--- src/rtl/core/ght_ram.sv ---
// ----------------------------------------------------------------------------
// Generic single-port-write RAM
// One write port and one read port, read data registered.
// ----------------------------------------------------------------------------
module ght_ram #(
   parameter int unsigned WIDTH = 8,
   parameter int unsigned DEPTH = 2
) (
   input  logic                     clock,
   input  logic                     wr_en,
   input  logic [$clog2(DEPTH)-1:0] wr_addr,
   input  logic [WIDTH-1:0]         wr_data,
   input  logic                     rd_en,
   input  logic [$clog2(DEPTH)-1:0] rd_addr,
   output logic [WIDTH-1:0]         rd_data
);

   logic [WIDTH-1:0] mem_ff [DEPTH];
   logic [WIDTH-1:0] rd_data_ff;

   // Storage write and registered read; read data holds between reads.
   always_ff @(posedge clock) begin
      if (wr_en) begin
         mem_ff[wr_addr] <= wr_data;
      end
      if (rd_en) begin
         rd_data_ff <= mem_ff[rd_addr];
      end
   end

   assign rd_data = rd_data_ff;

endmodule

--- config.mk ---
export PLATFORM = sky130hd
export DESIGN_NAME = ght_ram
export DESIGN_NICKNAME = d
export VERILOG_FILES = /design/src/rtl/core/ght_ram.sv
export SDC_FILE = /design/constraint.sdc
export NUM_CORES = 1
export LEC_CHECK = 0
export BUFFER_PORTS_ARGS = -buffer_cell sky130_fd_sc_hd__buf_2
export CORE_UTILIZATION = 53
export CTS_CLUSTER_DIAMETER = 50
export DETAILED_ROUTE_END_ITERATION = 10
export PLACE_DENSITY_LB_ADDON = 0.05
export SLEW_MARGIN = 20
export SYNTH_ARGS = -nofsm -noshare
export SYNTH_HDL_FRONTEND = slang
export SYNTH_SLANG_ARGS = --single-unit
--- constraint.sdc ---
create_clock -name clock -period 3.2 [get_ports clock]
set_input_delay 0.64 -clock clock [delete_from_list [all_inputs] [get_ports clock]]
set_output_delay 0.64 -clock clock [all_outputs]
set_load 0.1 [all_outputs]
* Word-level counts from Yosys, hierarchy flattened
Memories as Yosys holds them, arrays and structs flattened. A register that Yosys moved wholly into a read port is not among the register bits. Index checks and enable logic that the tools add are counted.
Storage, ports and cells: output and inout port bits 8, flip-flop bits (word level) 0, bits of input ports 13, RAM bits 16, logic and storage cells 3, memories 1
Cells by class: multiplexer cells 2
Memory list:
- mem_ff | depth 2, width 8, rd ports 1, clocked after Yosys merged registers in 1, wr ports 1, line 18 | logic [WIDTH-1:0] mem_ff [DEPTH];
Operators with widths (number):
- 1-bit two-way mux | 2

* Longest topological paths before layout
Gate-level depths: netlist (run 1).
depth after elaboration 2, gate-level depth with buffers 2, gate-level depth less buffers 1

* Worst setup path before layout (run 1)
OpenSTA, ideal clock, no wires.
kind flip-flop to output port, start register rd_data_ff[0], in the netlist rd_data[0], read port of mem_ff, end output rd_data[0], path buffers 0, data required time 2560 ps, slack 1656 ps, cell stages (with the launch flop) 1, arrival time 904 ps, cell sequence edfxtp_1
RTL lines:
- start: declaration | line 19 | logic [WIDTH-1:0] rd_data_ff;
- end: declaration | line 15 | output logic [WIDTH-1:0] rd_data
No word-level cell between the ends.

* Worst setup path in the final report (run 1)
start register rd_data_ff[6], in the netlist rd_data[6], read port of mem_ff, end output rd_data[6]
No word-level cell between the ends.

==> out/qor.txt, run 1 <==
Outcome: finished, final reports clean
Diodes inserted: 0
Synth warn: 0
Die width: 42.39 um
Post-Synthesis Net Count: 48
Least-Margin Pin Slew: 0.6719 ns
Yosys cell types: 5
RD Place Congestion: 0.6387
TritonCTS Buffers: 3
CP Launch Type: flip-flop
P&R area growth vs syn: 18.67%
First-pass iteration count of the detailed router: 2
Post-synthesis cell area: 864.6 sq um
R2r startpoint: mem_ff[0][1]
Die height: 42.39 um
Via count: 382
Worst slack, placed: 1.531 ns
Post-CTS Setup Bufs: 0
Slowest CP cell: buf_2
CTS resizes: 0
Syn Area/Cell: 24.70 sq um
Ratio of cells with drive above 1 in the final layout: 0.5517
First-pass GRT wire length: 1614 um
Worst Path Required: 2.56 ns
# IOs: 21
Nets: 72
Max Clk Rate: 0.5863 GHz
Later-pin clock latency in the skew report: 0.30 ns
Hold Violations, Final: 0
Crit path max-delay family: buffers and inverters
Worst reg2reg setup slack: 2.30 ns
R2R cell count: 1
Number of routed nets with antenna violations: 0
Total power: 0.6793 mW
Fin worst setup slack: 1.494 ns
Post-Synthesis Cells: 35
Critical path type: flip-flop to primary output
Clk buf depth: 2
Maximum fanout along the worst path: 1
Critical Path Stages: 1
Final setup fails: 0
RSZ-0062 raised after global routing: false
Die ar.: 0.001797 sq mm
Most common cell after layout, fill and taps aside: edfxtp_1
WL final: 980 um
Clock-pin slew on the worst setup and hold paths: 0.12 ns
Post-CTS Hold Fix Bufs: 0
Initial antenna violation count: 0
Setup Skew: 0.0008277 ns
Setup crit start: rd_data[6]
Max Slew Vio Count: 0
Fin Setup TNS: 0 ns
Hold Path Class: primary input to flip-flop
Core ar.: 0.001506 sq mm
GR Util All Layers: 0.1399
Post-synthesis register bit count: 24
Htree depth: 1
Worst Setup EP: rd_data[6]
Vias in the first global route: 365
Starting density of the core: 0.5739
Clock sinks: 24
Seq/Total Area, Yosys: 0.8336
Final Util: 0.6811
Max-Cap Viols: 0
Fill count: 95
Static leakage: 0.4056 nW
Bufs and invs on worst path: 1
FF-to-FF End: rd_data[1]
IO buf count: 20
Peak supply drop: 0.0003942 V
Min cycle time layout: 1.706 ns
Largest net degree at the start of global routing: 15
DR iter-0 viols: 3
Slew headroom: 0.5511
Arr. time, crit path: 1.07 ns
Power per cell area: 662.1 mW/mm^2
Post-route DRC violation count: 0
CP cell instances: buf_2
Fin crit share: 0.5330
Crit. End Element: primary output
Avg WL per Cell: 13.24 um
Max incr delay on CP: 0.42 ns
CTS tree: built
# rows: 14
Vias per cell: 5.162
Most frequent cells in the layout: 24 x edfxtp_1, 20 x buf_2, 8 x mux2_4
GRT overflow: 0
Clk root buf: clkbuf_4
per-stage QoR:
step	std cells	area, sq um	hold slack (ns)
final	74	1026	0.5157
after global routing	74	1026	0.4801
after CTS	74	1026	0.5058
after detailed placement	70	973.4	0.5366
after global placement	70	973.4	0.5308
after floorplan	35	864.6	0.5268
sequential cells by signal (all words and copies together) (netlist names):
signal,cells
rd_data,8
mem_ff,16
report_power, final:
part | internal, mW | total (mW) | switching (mW)
Combinational | 0.0239 | 0.0933 | 0.0694
Sequential | 0.371 | 0.376 | 0.00509
Clock | 0.127 | 0.210 | 0.0834
Total | 0.521 | 0.679 | 0.158
cell type report:
cell class,count,area (sq um),area share
well taps,16,20.02,0.01951
clock inverters,1,30.03,0.02927
clock buffers,3,22.52,0.02195
flip-flops and latches,24,720.7,0.7024
multi-input cells,10,132.6,0.1293
repair buffers,20,100.1,0.09756
Yosys cell counts (all sizes together):
cell | instances | area (sq um)
buf | 1 | 11.26
mux2 | 8 | 120.1
edfxtp | 24 | 720.7
and2 | 1 | 6.260
nor2b | 1 | 6.260
worst min-delay path by stage:
stage | slack, ns | cells after the start | to | startpoint
after floorplan | 0.53 | 1 | rd_data[0] | mem_ff[1][0]
after global placement | 0.53 | 1 | rd_data[6] | mem_ff[1][6]
after detailed placement | 0.54 | 1 | rd_data[4] | mem_ff[1][4]
after CTS | 0.51 | 1 | mem_ff[0][3] | wr_data[3]
after global routing | 0.48 | 1 | mem_ff[0][3] | wr_data[3]
final | 0.52 | 1 | mem_ff[0][1] | wr_data[1]
metal layers:
metal / global-route usage / up-vias / part of all wire
li1: - / 183 / -
met1: 0.1415 / 178 / 0.40
met2: 0.2000 / 19 / 0.50
met3: 0.07759 / 2 / 0.082
met4: 0.1313 / 0 / 0.014
met5: 0 / - / 0
logic make-up (layout without fill, tap and decap cells):
group                  Yosys count  count (layout)  synth area share
buffers and inverters            1              24           0.01302
flip-flops                      24              24            0.8336
multiplexers                     8               8            0.1389
AND/OR/NAND/NOR                  2               2           0.01448
Note: power is estimated with default switching activity, not from simulation.
==> run 2: changes to the inputs <==
Settings changed: CORE_UTILIZATION 53 to 50.
Clock period 3.2 ns to 1.7 ns, I/O delays scaled along.
==> run 2 against run 1 <==
Compared with the run above:
- the flow now finishes with violations (design-rule violations)
- clock skew up 0.00055 ns
- via count up 1.8%
- clock power up 11%
- combinational power up 90%
- first-iteration DRC count up 67%
- worst setup slack worse by 1.2 ns
- final area down 1.8%
- sequential power up 88%
- count of clock-buffer cells in the layout unchanged
- non-clock buffer count up 1
- highest routed layer is now met3
==> out/qor.txt, run 2 (synthesis gave the netlist of run 1 again) <==
GR Util All Layers: 0.1211 (was 0.1399)
Fin Setup TNS: 0 ns (unchanged)
Worst reg2reg setup slack: 0.79 ns (was 2.30 ns)
Final Util: 0.6461 (was 0.6811)
R2r startpoint: mem_ff[0][1] (unchanged)
Arr. time, crit path: 1.06 ns (was 1.07 ns)
First-pass iteration count of the detailed router: 6 (was 2)
Fill count: 114 (was 95)
CP Launch Type: flip-flop (unchanged)
Critical path type: flip-flop to primary output (unchanged)
R2R cell count: 1 (unchanged)
# placed instances: 71 (was 70)
Total power: 1.119 mW (was 0.6793 mW)
Htree depth: 1 (unchanged)
Hold path cells: 1 (unchanged)
Number of routed nets with antenna violations: 0 (unchanged)
Starting density of the core: 0.5546 (was 0.5739)
TritonCTS Buffers: 3 (unchanged)
Crit path max-delay family: buffers and inverters (unchanged)
Largest register FFs: 16 (unchanged)
Slowest CP cell: buf_2 (unchanged)
Avg WL per Cell: 13.07 um (was 13.24 um)
Die width: 43.59 um (was 42.39 um)
Largest register by flop count: mem_ff (unchanged)
Placed Area: 980.9 sq um (was 973.4 sq um)
Clock-pin slew on the worst setup and hold paths: 0.12 ns (about the same)
Max Slew Vio Count: 0 (unchanged)
Top sig layer: met3 (was met4)
Hold Violations, Final: 0 (unchanged)
CTS resizes: 0 (unchanged)
Clock sinks: 24 (unchanged)
Max-Cap Viols: 0 (unchanged)
Static leakage: 0.3982 nW (was 0.4056 nW)
Clk buf depth: 2 (unchanged)
Nets: 73 (was 72)
IO buf count: 20 (unchanged)
Core ar.: 0.001559 sq mm (was 0.001506 sq mm)
Final setup fails: 0 (unchanged)
FF-to-FF End: rd_data[1] (unchanged)
Max Clk Rate: 0.7150 GHz
Hold Path Class: primary input to flip-flop (unchanged)
Least-Margin Pin Slew: 0.4868 ns (was 0.6719 ns)
Diodes inserted: 0 (unchanged)
Post-CTS Hold Fix Bufs: 0 (unchanged)
Failing checks: design-rule violations
Worst slack, placed: 0.5229 ns (was 1.531 ns)
WL final: 980 um (unchanged)
# rows: 14 (unchanged)
Worst hold slack: 0.2220 ns (was 0.5157 ns)
Met1 Wirelength: 382 um (was 394 um)
Maximum fanout along the worst path: 1 (unchanged)
Via count: 389 (was 382)
Bufs and invs on worst path: 1 (unchanged)
Fin crit share: 0.8227
CP cell instances: buf_2 (unchanged)
Met3 WL: 74 um (was 80 um)
Initial antenna violation count: 0 (unchanged)
Met2 WL: 522 um (was 490 um)
Most frequent cells in the layout: 24 x edfxtp_1, 20 x buf_2, 8 x mux2_4 (unchanged)
Hold-critical path endpoint: mem_ff[1][4] (was mem_ff[0][1])
Worst Path Required: 1.36 ns (was 2.56 ns)
Later-pin clock latency in the skew report: 0.30 ns (about the same)
P&R area growth vs syn: 16.50% (was 18.67%)
Peak supply drop: 0.0007146 V (was 0.0003942 V)
Max incr delay on CP: 0.42 ns (about the same)
Die ar.: 0.001900 sq mm (was 0.001797 sq mm)
Post-CTS Setup Bufs: 0 (unchanged)
Crit. End Element: primary output (unchanged)
Min cycle time layout: 1.399 ns
Largest net degree at the start of global routing: 14 (was 15)
Outcome: finished, violations left (was finished, final reports clean)
RD Place Congestion: 0.6091 (was 0.6387)
Power per cell area: 1111 mW/mm^2 (was 662.1 mW/mm^2)
Vias in the first global route: 392 (was 365)
Slew headroom: 0.6777 (was 0.5511)
First-pass GRT wire length: 1614 um (unchanged)
Final instance area: 0.001007 sq mm (was 0.001026 sq mm)
GRT overflow: 0 (unchanged)
Setup Skew: 0.001378 ns (was 0.0008277 ns)
# IOs: 21 (unchanged)
Ratio of cells with drive above 1 in the final layout: 0.5424 (was 0.5517)
Clk root buf: clkbuf_4 (unchanged)
RSZ-0062 raised after global routing: false (unchanged)
Fin worst setup slack: 0.3015 ns (was 1.494 ns)
Die height: 43.59 um (was 42.39 um)
Post-route DRC violation count: 2 (was 0)
CTS tree: built (unchanged)
Vias per cell: 5.187 (was 5.162)
Cell Count, Final, Fillers Out: 75 (was 74)
Most common cell after layout, fill and taps aside: edfxtp_1 (unchanged)
DR iter-0 viols: 5 (was 3)
Hold wc startpoint: wr_data[4] (was wr_data[1])
## run 2: layer usage
metal	GRT usage	vias to the layer above
li1	-	185
met1	0.1275	185
met2	0.2149	19
met3	0.05417	0
met4	0.03750	0
met5	0	-
## run 2: how the worst max path moves through the flow
stage                    start          to  slack [ns]  cells past startpoint
detailed placement     rd_addr  rd_data[1]        0.52                      2
floorplan           rd_data[0]  rd_data[0]        0.46                      0
global route        rd_data[1]  rd_data[1]        0.25                      1
CTS                 rd_data[1]  rd_data[1]        0.28                      1
global placement       rd_addr  rd_data[7]        0.55                      2
finish              rd_data[1]  rd_data[1]        0.30                      1
## run 2: cell type report
cell class | count | area (sq um) | area share
Clock inverter | 1 | 3.754 | 0.003727
Sequential cell | 24 | 720.7 | 0.7155
Timing Repair Buffer | 21 | 107.6 | 0.1068
Tap cell | 16 | 20.02 | 0.01988
Multi-Input combinational cell | 10 | 132.6 | 0.1317
Clock buffer | 3 | 22.52 | 0.02236
## run 2: power by group
part / switching, mW / total [mW] / internal [mW]
sequential: 0.00972 / 0.708 / 0.698
clock: 0.148 / 0.233 / 0.0854
combinational: 0.131 / 0.177 / 0.0465
total: 0.289 / 1.12 / 0.830
