`src/rtl/core/ght_pkg.sv`:
```
// ----------------------------------------------------------------------------
// Generational handle table package
// Shared types, constants and helper functions for the handle table, its
// shared adder unit and its checker.
// ----------------------------------------------------------------------------
package ght_pkg;

   // Field widths of the request and response.
   localparam int unsigned PTR_W       = 64;
   localparam int unsigned TOKEN_W     = 32;
   localparam int unsigned GEN_W       = 12;
   localparam int unsigned IDX_FIELD_W = 20;
   localparam int unsigned GEN_SHIFT   = 20;
   localparam int unsigned WIDE_W      = PTR_W + 1;

   // Largest generation value; the next one wraps back to one.
   localparam logic [GEN_W-1:0] GEN_MAX = 12'hFFF;

   // Default number of slots, index 0 included.
   localparam int unsigned SLOTS_DEFAULT = 1024;

   typedef enum logic [1:0] {
      OP_REGISTER   = 2'd0,
      OP_RESOLVE    = 2'd1,
      OP_INVALIDATE = 2'd2,
      OP_CLEAR      = 2'd3
   } op_type;

   typedef enum logic [1:0] {
      STATUS_OK      = 2'd0,
      STATUS_INVALID = 2'd1,
      STATUS_FULL    = 2'd2,
      STATUS_NULL    = 2'd3
   } status_type;

   typedef enum logic [2:0] {
      S_IDLE,
      S_DECODE,
      S_REG_POP,
      S_REG_GEN,
      S_RES_CHK,
      S_INV_RD,
      S_INV_LO,
      S_INV_HI
   } state_type;

   typedef struct packed {
      op_type             opcode;
      logic [PTR_W-1:0]   pointer_in;
      logic [TOKEN_W-1:0] token_in;
      logic [PTR_W-1:0]   range_base;
      logic [PTR_W-1:0]   range_size;
   } req_type;

   typedef struct packed {
      logic [TOKEN_W-1:0] token_out;
      logic [PTR_W-1:0]   pointer_out;
      status_type         status;
   } rsp_type;

   // Operand bundle for the shared adder/subtractor.
   typedef struct packed {
      logic              subtract;
      logic [WIDE_W-1:0] op_a;
      logic [WIDE_W-1:0] op_b;
   } alu_req_type;

   typedef struct packed {
      logic [WIDE_W-1:0] result;
      logic              carry;
   } alu_rsp_type;

   // Generation after a bump: zero and the top value both go to one.
   function automatic logic [GEN_W-1:0] gen_next(input logic [GEN_W-1:0] g);
      logic [GEN_W-1:0] r;
      if (g == '0 || g >= GEN_MAX) begin
         r = GEN_W'(1);
      end else begin
         r = g + GEN_W'(1);
      end
      return r;
   endfunction

endpackage

```
`src/rtl/core/ght_alu.sv`:
```
// ----------------------------------------------------------------------------
// Handle table shared adder
// One 65-bit adder/subtractor used for the range end sum and for both
// bound compares of the invalidate walk.
// ----------------------------------------------------------------------------
module ght_alu (
   input  ght_pkg::alu_req_type alu_req,
   output ght_pkg::alu_rsp_type alu_rsp
);

   logic [ght_pkg::WIDE_W:0]   sum;
   logic [ght_pkg::WIDE_W-1:0] b_eff;

   // Subtraction is a + ~b + 1; carry out set means no borrow (a >= b).
   assign b_eff = alu_req.subtract ? ~alu_req.op_b : alu_req.op_b;
   assign sum   = {1'b0, alu_req.op_a} + {1'b0, b_eff}
                + (ght_pkg::WIDE_W + 1)'(alu_req.subtract);

   assign alu_rsp.result = sum[ght_pkg::WIDE_W-1:0];
   assign alu_rsp.carry  = sum[ght_pkg::WIDE_W];

endmodule

```
`config.mk`:
```
export PLATFORM = sky130hd
export DESIGN_NAME = ght_alu
export DESIGN_NICKNAME = d
export VERILOG_FILES = /design/src/rtl/core/ght_pkg.sv /design/src/rtl/core/ght_alu.sv
export SDC_FILE = /design/constraint.sdc
export NUM_CORES = 1
export LEC_CHECK = 0
export CAP_MARGIN = 30
export CORE_ASPECT_RATIO = 0.5
export CORE_MARGIN = 3
export CORE_UTILIZATION = 44
export DETAILED_ROUTE_END_ITERATION = 6
export DONT_BUFFER_PORTS = 1
export GPL_TIMING_DRIVEN = 1
export PLACE_DENSITY = 0.71
export SYNTH_ARGS = -nofsm -noshare
export SYNTH_HDL_FRONTEND = slang
export SYNTH_SLANG_ARGS = --single-unit
```
`constraint.sdc`:
```
create_clock -name vclk -period 6.4
set_input_delay 0.32 -clock vclk [all_inputs]
set_output_delay 0.32 -clock vclk [all_outputs]
set_load 0.005 [all_outputs]
```
# == Word-level counts from Yosys, hierarchy flattened ==
# Cells that the tools add are included.
# W data, S select, Z words.
# totals
out_inout_bits,66
ff_bits,0
inputBits,131
wordCells,4
# op_classes
bitwise_logic,1
mux,1
addsub,2
# op_table
operator,n
$add A65 B65 Y66,1
$add A66 B1 Y66,1
$mux W65,1
$not A65 Y65,1

# == Longest topological paths before layout ==
# Gate-level depths: netlist (run 1).
# logic_depth
ltp_word,4
depth_mapped,14
depth_no_buf,12

# == Worst setup path before layout (run 1) ==
# No wires, ideal clock.
# synth_timing
path_type,input to output
start,input alu_req[130] (netlist name)
end,output alu_rsp[37] (netlist name)
arrival_time_ps,3401
setup_slack_ps,2679
stages,13
n_path_buf,2
required_time_ps,6080
path_cell_list,clkbuf_1 -> buf_1 -> xor2_1 -> fa_1 -> a21oi_2 -> o211a_1 -> nor4b_4 -> o21bai_1 -> o31a_1 -> o21ba_2 -> o31a_1 -> o21ai_1 -> xor2_1
# synth_rtl
element,line,rtl
from (decl),ght_alu.sv:7,"input ght_pkg::alu_req_type alu_req,"
to (decl),ght_alu.sv:8,output ght_pkg::alu_rsp_type alu_rsp

==> flow_summary.toml, run 1 <==
[sta]
setup_slack_ps = 2780
timing.hold.ws_ps = 696
rsz0062_at_grt = "false"
timing.final.crit_share_pct = 56.6
maxSlewHeadroom_pct = 61.6
fin_setup_tns_ps = 0
drv_slew = 0
layout_min_cycle_time_ps = 3620
finalHoldViolations = 0
fmax_mhz = 276
tightest_slew_ps = 570
setup_viol = 0

[global_route]
grt_remaining_overflow = 0
grt_max_degree = 66
grt_pass1_wl_um = 21200
grt_antenna_before_repair = 0
grt_pass1_vias = 4255
track_usage_pct = 20.7

[route]
num_vias = 4639
wl_per_cell_um = 17.7
first_iter_violations = 231
vias_per_cell = 6.17
firstDrtPassIters = 5
final_antenna_net_count = 0
drcViolationCount = 0
drt_wl_total_um = 13300

[die]
row_count = 25
start_util_pct = 47.2
die_h_um = 78.6
die_w_um = 151
core_sq_mm = 0.00982
ios = 197
dieArea_sq_mm = 0.0119

[logic_synthesis]
syn_area_sq_mm = 0.00463
synth_area_per_cell_sq_um = 7.06
ys_types = 66
yosysSeqAreaShare_pct = 0
synth_cells = 656
yosys_warnings = 0
synth_nets = 852

[pwr]
p_leak_nw = 1.95
p_per_area_mw_per_mm2 = 158
swShare_pct = 61.2
p_comb_share_pct = 100.0
p_int_uw = 279
ir_drop_mv = 0.0693
clockPowerShare_pct = 0
switchingPower_uw = 440
total_power_uw = 719
seqPwrFrac_pct = 0

[setup_path]
worstPathCellList = "xor2_1, ha_1, a21oi_1, o221ai_1, o211ai_1, nand2_1, a31oi_1, o41ai_2, a31oi_1, o21ai_1, xor2_1"
crit_cells = 11
slowest_delay_ps = 460
worst_setup_path_end_kind = "primary output"
crit_required_ps = 6080
critPathSlowestCell = "a31oi_1"
critical_path_arrival_ps = 3300
critPathKind = "input pin to primary output"
cp_num_buf_inv = 0
crit_fanout = 65
crit_path_start_kind = "input pin"
path_delay_family = "compound AO/OA/AOI/OAI gates"

[place]
placed_cells = 752
finalWeightedCongestion = 0.906
dpl_cell_area_sq_mm = 0.00456
hpwl_um = 11500
place_worst_setup_slack_ps = 2870
io_buffer_count = 0

[run_status]
outcome = "finished clean"

[hold_path]
hp-class = "input pin to primary output"
hold_depth = 1

[cells_and_area]
nFlopsAndLatches = 0
multi_input_area_sq_mm = 0.00434
n_clock_buffer = 0
seq_area_sq_um = 0
antenna_cells = 0
fillers = 1033
fin_area_sq_mm = 0.00456
nets = 815
fin_util_pct = 46.4
drive_gt1_share_pct = 3.24
final_cell_mix = "85 x xor2_1, 81 x a21oi_1, 64 x ha_1"
layout.cells.non_filler = 752
area_growth_pct = -1.54
layout_commonest_cell = "xor2_1"

[cts]
postCtsHoldBufs = 0
cts_setup_buffers = 0
cts_resized = 0

[run]
maxCapViolCount = 0
logic make-up after synthesis:
logic type | Yosys count | share of synthesized area (%)
compound gates | 243 | 33.7
xor+xnor | 127 | 24.0
fa+ha+maj | 65 | 17.7
buf+inv | 54 | 6.40
mux | 1 | 0.216
simple gates | 166 | 18.0
metal layers:
layer  part of all wire [%]  GRT usage (%)  up-vias  wire (um)
met5                      0              0        -          0
met4                   0.83           1.63        0        111
met3                    9.0           3.29       10       1200
met2                     42           32.1      193       5590
met1                     48           31.0     2108       6400
li1                       -              -     2328          -
cell usage after synthesis (4+ instances only):
cell	number	area, sq um
a21oi_1	81	405
a21oi_2	4	35.0
ha_1	64	801
nor3_1	7	35.0
inv_1	15	56.3
nor2_1	31	116
nand4_1	23	144
a211oi_1	5	37.5
nand3_1	12	60.1
nor2b_1	9	56.3
o21a_1	9	67.6
and3_1	4	25.0
clkbuf_1	10	37.5
buf_1	6	22.5
o21bai_1	16	120
or4_1	4	30.0
xnor2_1	42	368
a21o_1	30	225
o21ai_0	43	215
buf_2	9	45.0
nand2_1	57	214
o21ai_1	6	30.0
buf_4	7	52.6
xor2_1	85	744
a31oi_1	11	68.8
final cells by class:
| class | instances | share of cell area (%) |
|---|---|---|
| Multi-Input combinational cell | 602 | 95.1 |
| Tap cell | 135 | 3.70 |
| Inverter | 15 | 1.23 |
power groups by stage:
stage | clock, mW | combinational [mW] | sequential (mW)
after global routing | 0 | 0.797 | 0
after floorplan | 0 | 0.598 | 0
after detailed placement | 0 | 0.711 | 0
after CTS | 0 | 0.715 | 0
after global placement | 0 | 0.706 | 0
final | 0 | 0.719 | 0
worst paths after layout:
path / start / end / slack [ps]
max: alu_req[130] / alu_rsp[52] / 2780
min: alu_req[0] / alu_rsp[1] / 700
No activity file was read; power rests on OpenSTA's default activity.
==> inputs of run 2 (changes only) <==
- clock period: 6.4 -> 3.49 ns (I/O delays scaled with it)
==> run 2 against run 1 <==
First-iteration DRC count rose by 28%; power grew 87%; largest cell class unchanged; clock-buffer cell count unchanged; core utilization rose by 0.46 points; non-clock buffer count up 6.
==> flow_summary.toml, run 2 (same netlist as run 1, synthesis figures left out) <==
[run_status]
outcome = "finished clean"

[setup_path]
critical_path_arrival_ps = 3080
crit_required_ps = 3320
critPathKind = "input pin to primary output"
crit_fanout = 65
crit_path_start_kind = "input pin"
worst_setup_path_end_kind = "primary output"

[cells_and_area]
area_growth_pct = -0.567
fillers = 1040
antenna_cells = 0
drive_gt1_share_pct = 4.17
n_clock_buffer = 0
nFlopsAndLatches = 0
seq_area_sq_um = 0
nets = 821
fin_area_sq_mm = 0.00461
layout_commonest_cell = "xor2_1"
final_cell_mix = "85 x xor2_1, 81 x a21oi_1, 64 x ha_1"

[global_route]
track_usage_pct = 21.5
grt_pass1_wl_um = 21900
grt_max_degree = 66
grt_antenna_before_repair = 0
grt_pass1_vias = 4332
grt_remaining_overflow = 0

[sta]
maxSlewHeadroom_pct = 64.1
drv_slew = 0
rsz0062_at_grt = "false"
tightest_slew_ps = 538
layout_min_cycle_time_ps = 3260
timing.final.crit_share_pct = 93.3
finalHoldViolations = 0
fin_setup_tns_ps = 0
fmax_mhz = 307
setup_viol = 0

[route]
first_iter_violations = 295
drt_wl_total_um = 13600
final_antenna_net_count = 0
drcViolationCount = 0
wl_per_cell_um = 18.0
vias_per_cell = 6.16
num_vias = 4670
firstDrtPassIters = 5

[cts]
cts_setup_buffers = 0
cts_resized = 0
postCtsHoldBufs = 0

[hold_path]
hp-class = "input pin to primary output"
min_to = "alu_rsp[1]"
hold_depth = 1
hold_start = "alu_req[0]"

[die]
core_sq_mm = 0.00982
die_h_um = 78.6
row_count = 25
start_util_pct = 47.2
die_w_um = 151
dieArea_sq_mm = 0.0119
ios = 197

[pwr]
p_leak_nw = 1.98
p_per_area_mw_per_mm2 = 291
ir_drop_mv = 0.134

[place]
hpwl_um = 11700
dpl_cell_area_sq_mm = 0.00461
io_buffer_count = 0
finalWeightedCongestion = 0.947

[run]
maxCapViolCount = 0
## run 2: cell count changes in the layout (fill, tap and decap cells not counted), sizes merged
cell and delta:
buf +6
## run 2: cell type report
class	instances	area, sq um	area share, %
Tap cell	135	169	3.67
Multi-Input combinational cell	602	4340	94.1
Inverter	15	56.3	1.22
Timing Repair Buffer	6	45.0	0.978
## run 2: layer usage
layer	global-route usage, %	up-vias	share of wire, %	wire [um]
met2	32.9	188	42	5730
met5	0	-	0	0
li1	-	2338	-	-
met1	32.3	2136	48	6540
met3	4.33	8	9.3	1260
met4	0.995	0	0.57	77
## run 2: critical path: stages
cell	delay, ps
xor2_1	150
ha_1	380
a21oi_1	290
nand2_1	80
a221oi_1	530
o32ai_1	160
a31oi_1	320
a21oi_2	140
a21oi_1	430
o21bai_1	160
xnor2_1	250
## run 2: how the worst max path moves through the flow
stage | slack (ps) | end | depth (start not counted) | from
4_1_cts | 290 | alu_rsp[59] | 12 | alu_req[0]
3_3_place_gp | 350 | alu_rsp[58] | 12 | alu_req[130]
2_1_floorplan | 60 | alu_rsp[37] | 13 | alu_req[130]
3_5_place_dp | 300 | alu_rsp[59] | 12 | alu_req[0]
6_report | 230 | alu_rsp[59] | 11 | alu_req[130]
5_1_grt | 10 | alu_rsp[59] | 11 | alu_req[130]
## run 2: metrics by stage
step	utilization (%)	hold slack (ps)	total power [mW]	worst slack [ps]	cells
6_report	46.9	405	1.34	232	758
5_1_grt	46.9	412	1.48	9.87	758
4_1_cts	46.9	407	1.33	287	758
3_5_place_dp	46.9	407	1.32	302	758
3_3_place_gp	46.9	408	1.31	351	758
2_1_floorplan	-	400	1.10	60.4	656
## run 2: power breakdown
group / switching [mW] / leakage [nW] / total, mW / internal (mW)
registers: 0 / 0 / 0 / 0
logic: 0.818 / 1.98 / 1.34 / 0.523
clock network: 0 / 0 / 0 / 0
total: 0.818 / 1.98 / 1.34 / 0.523
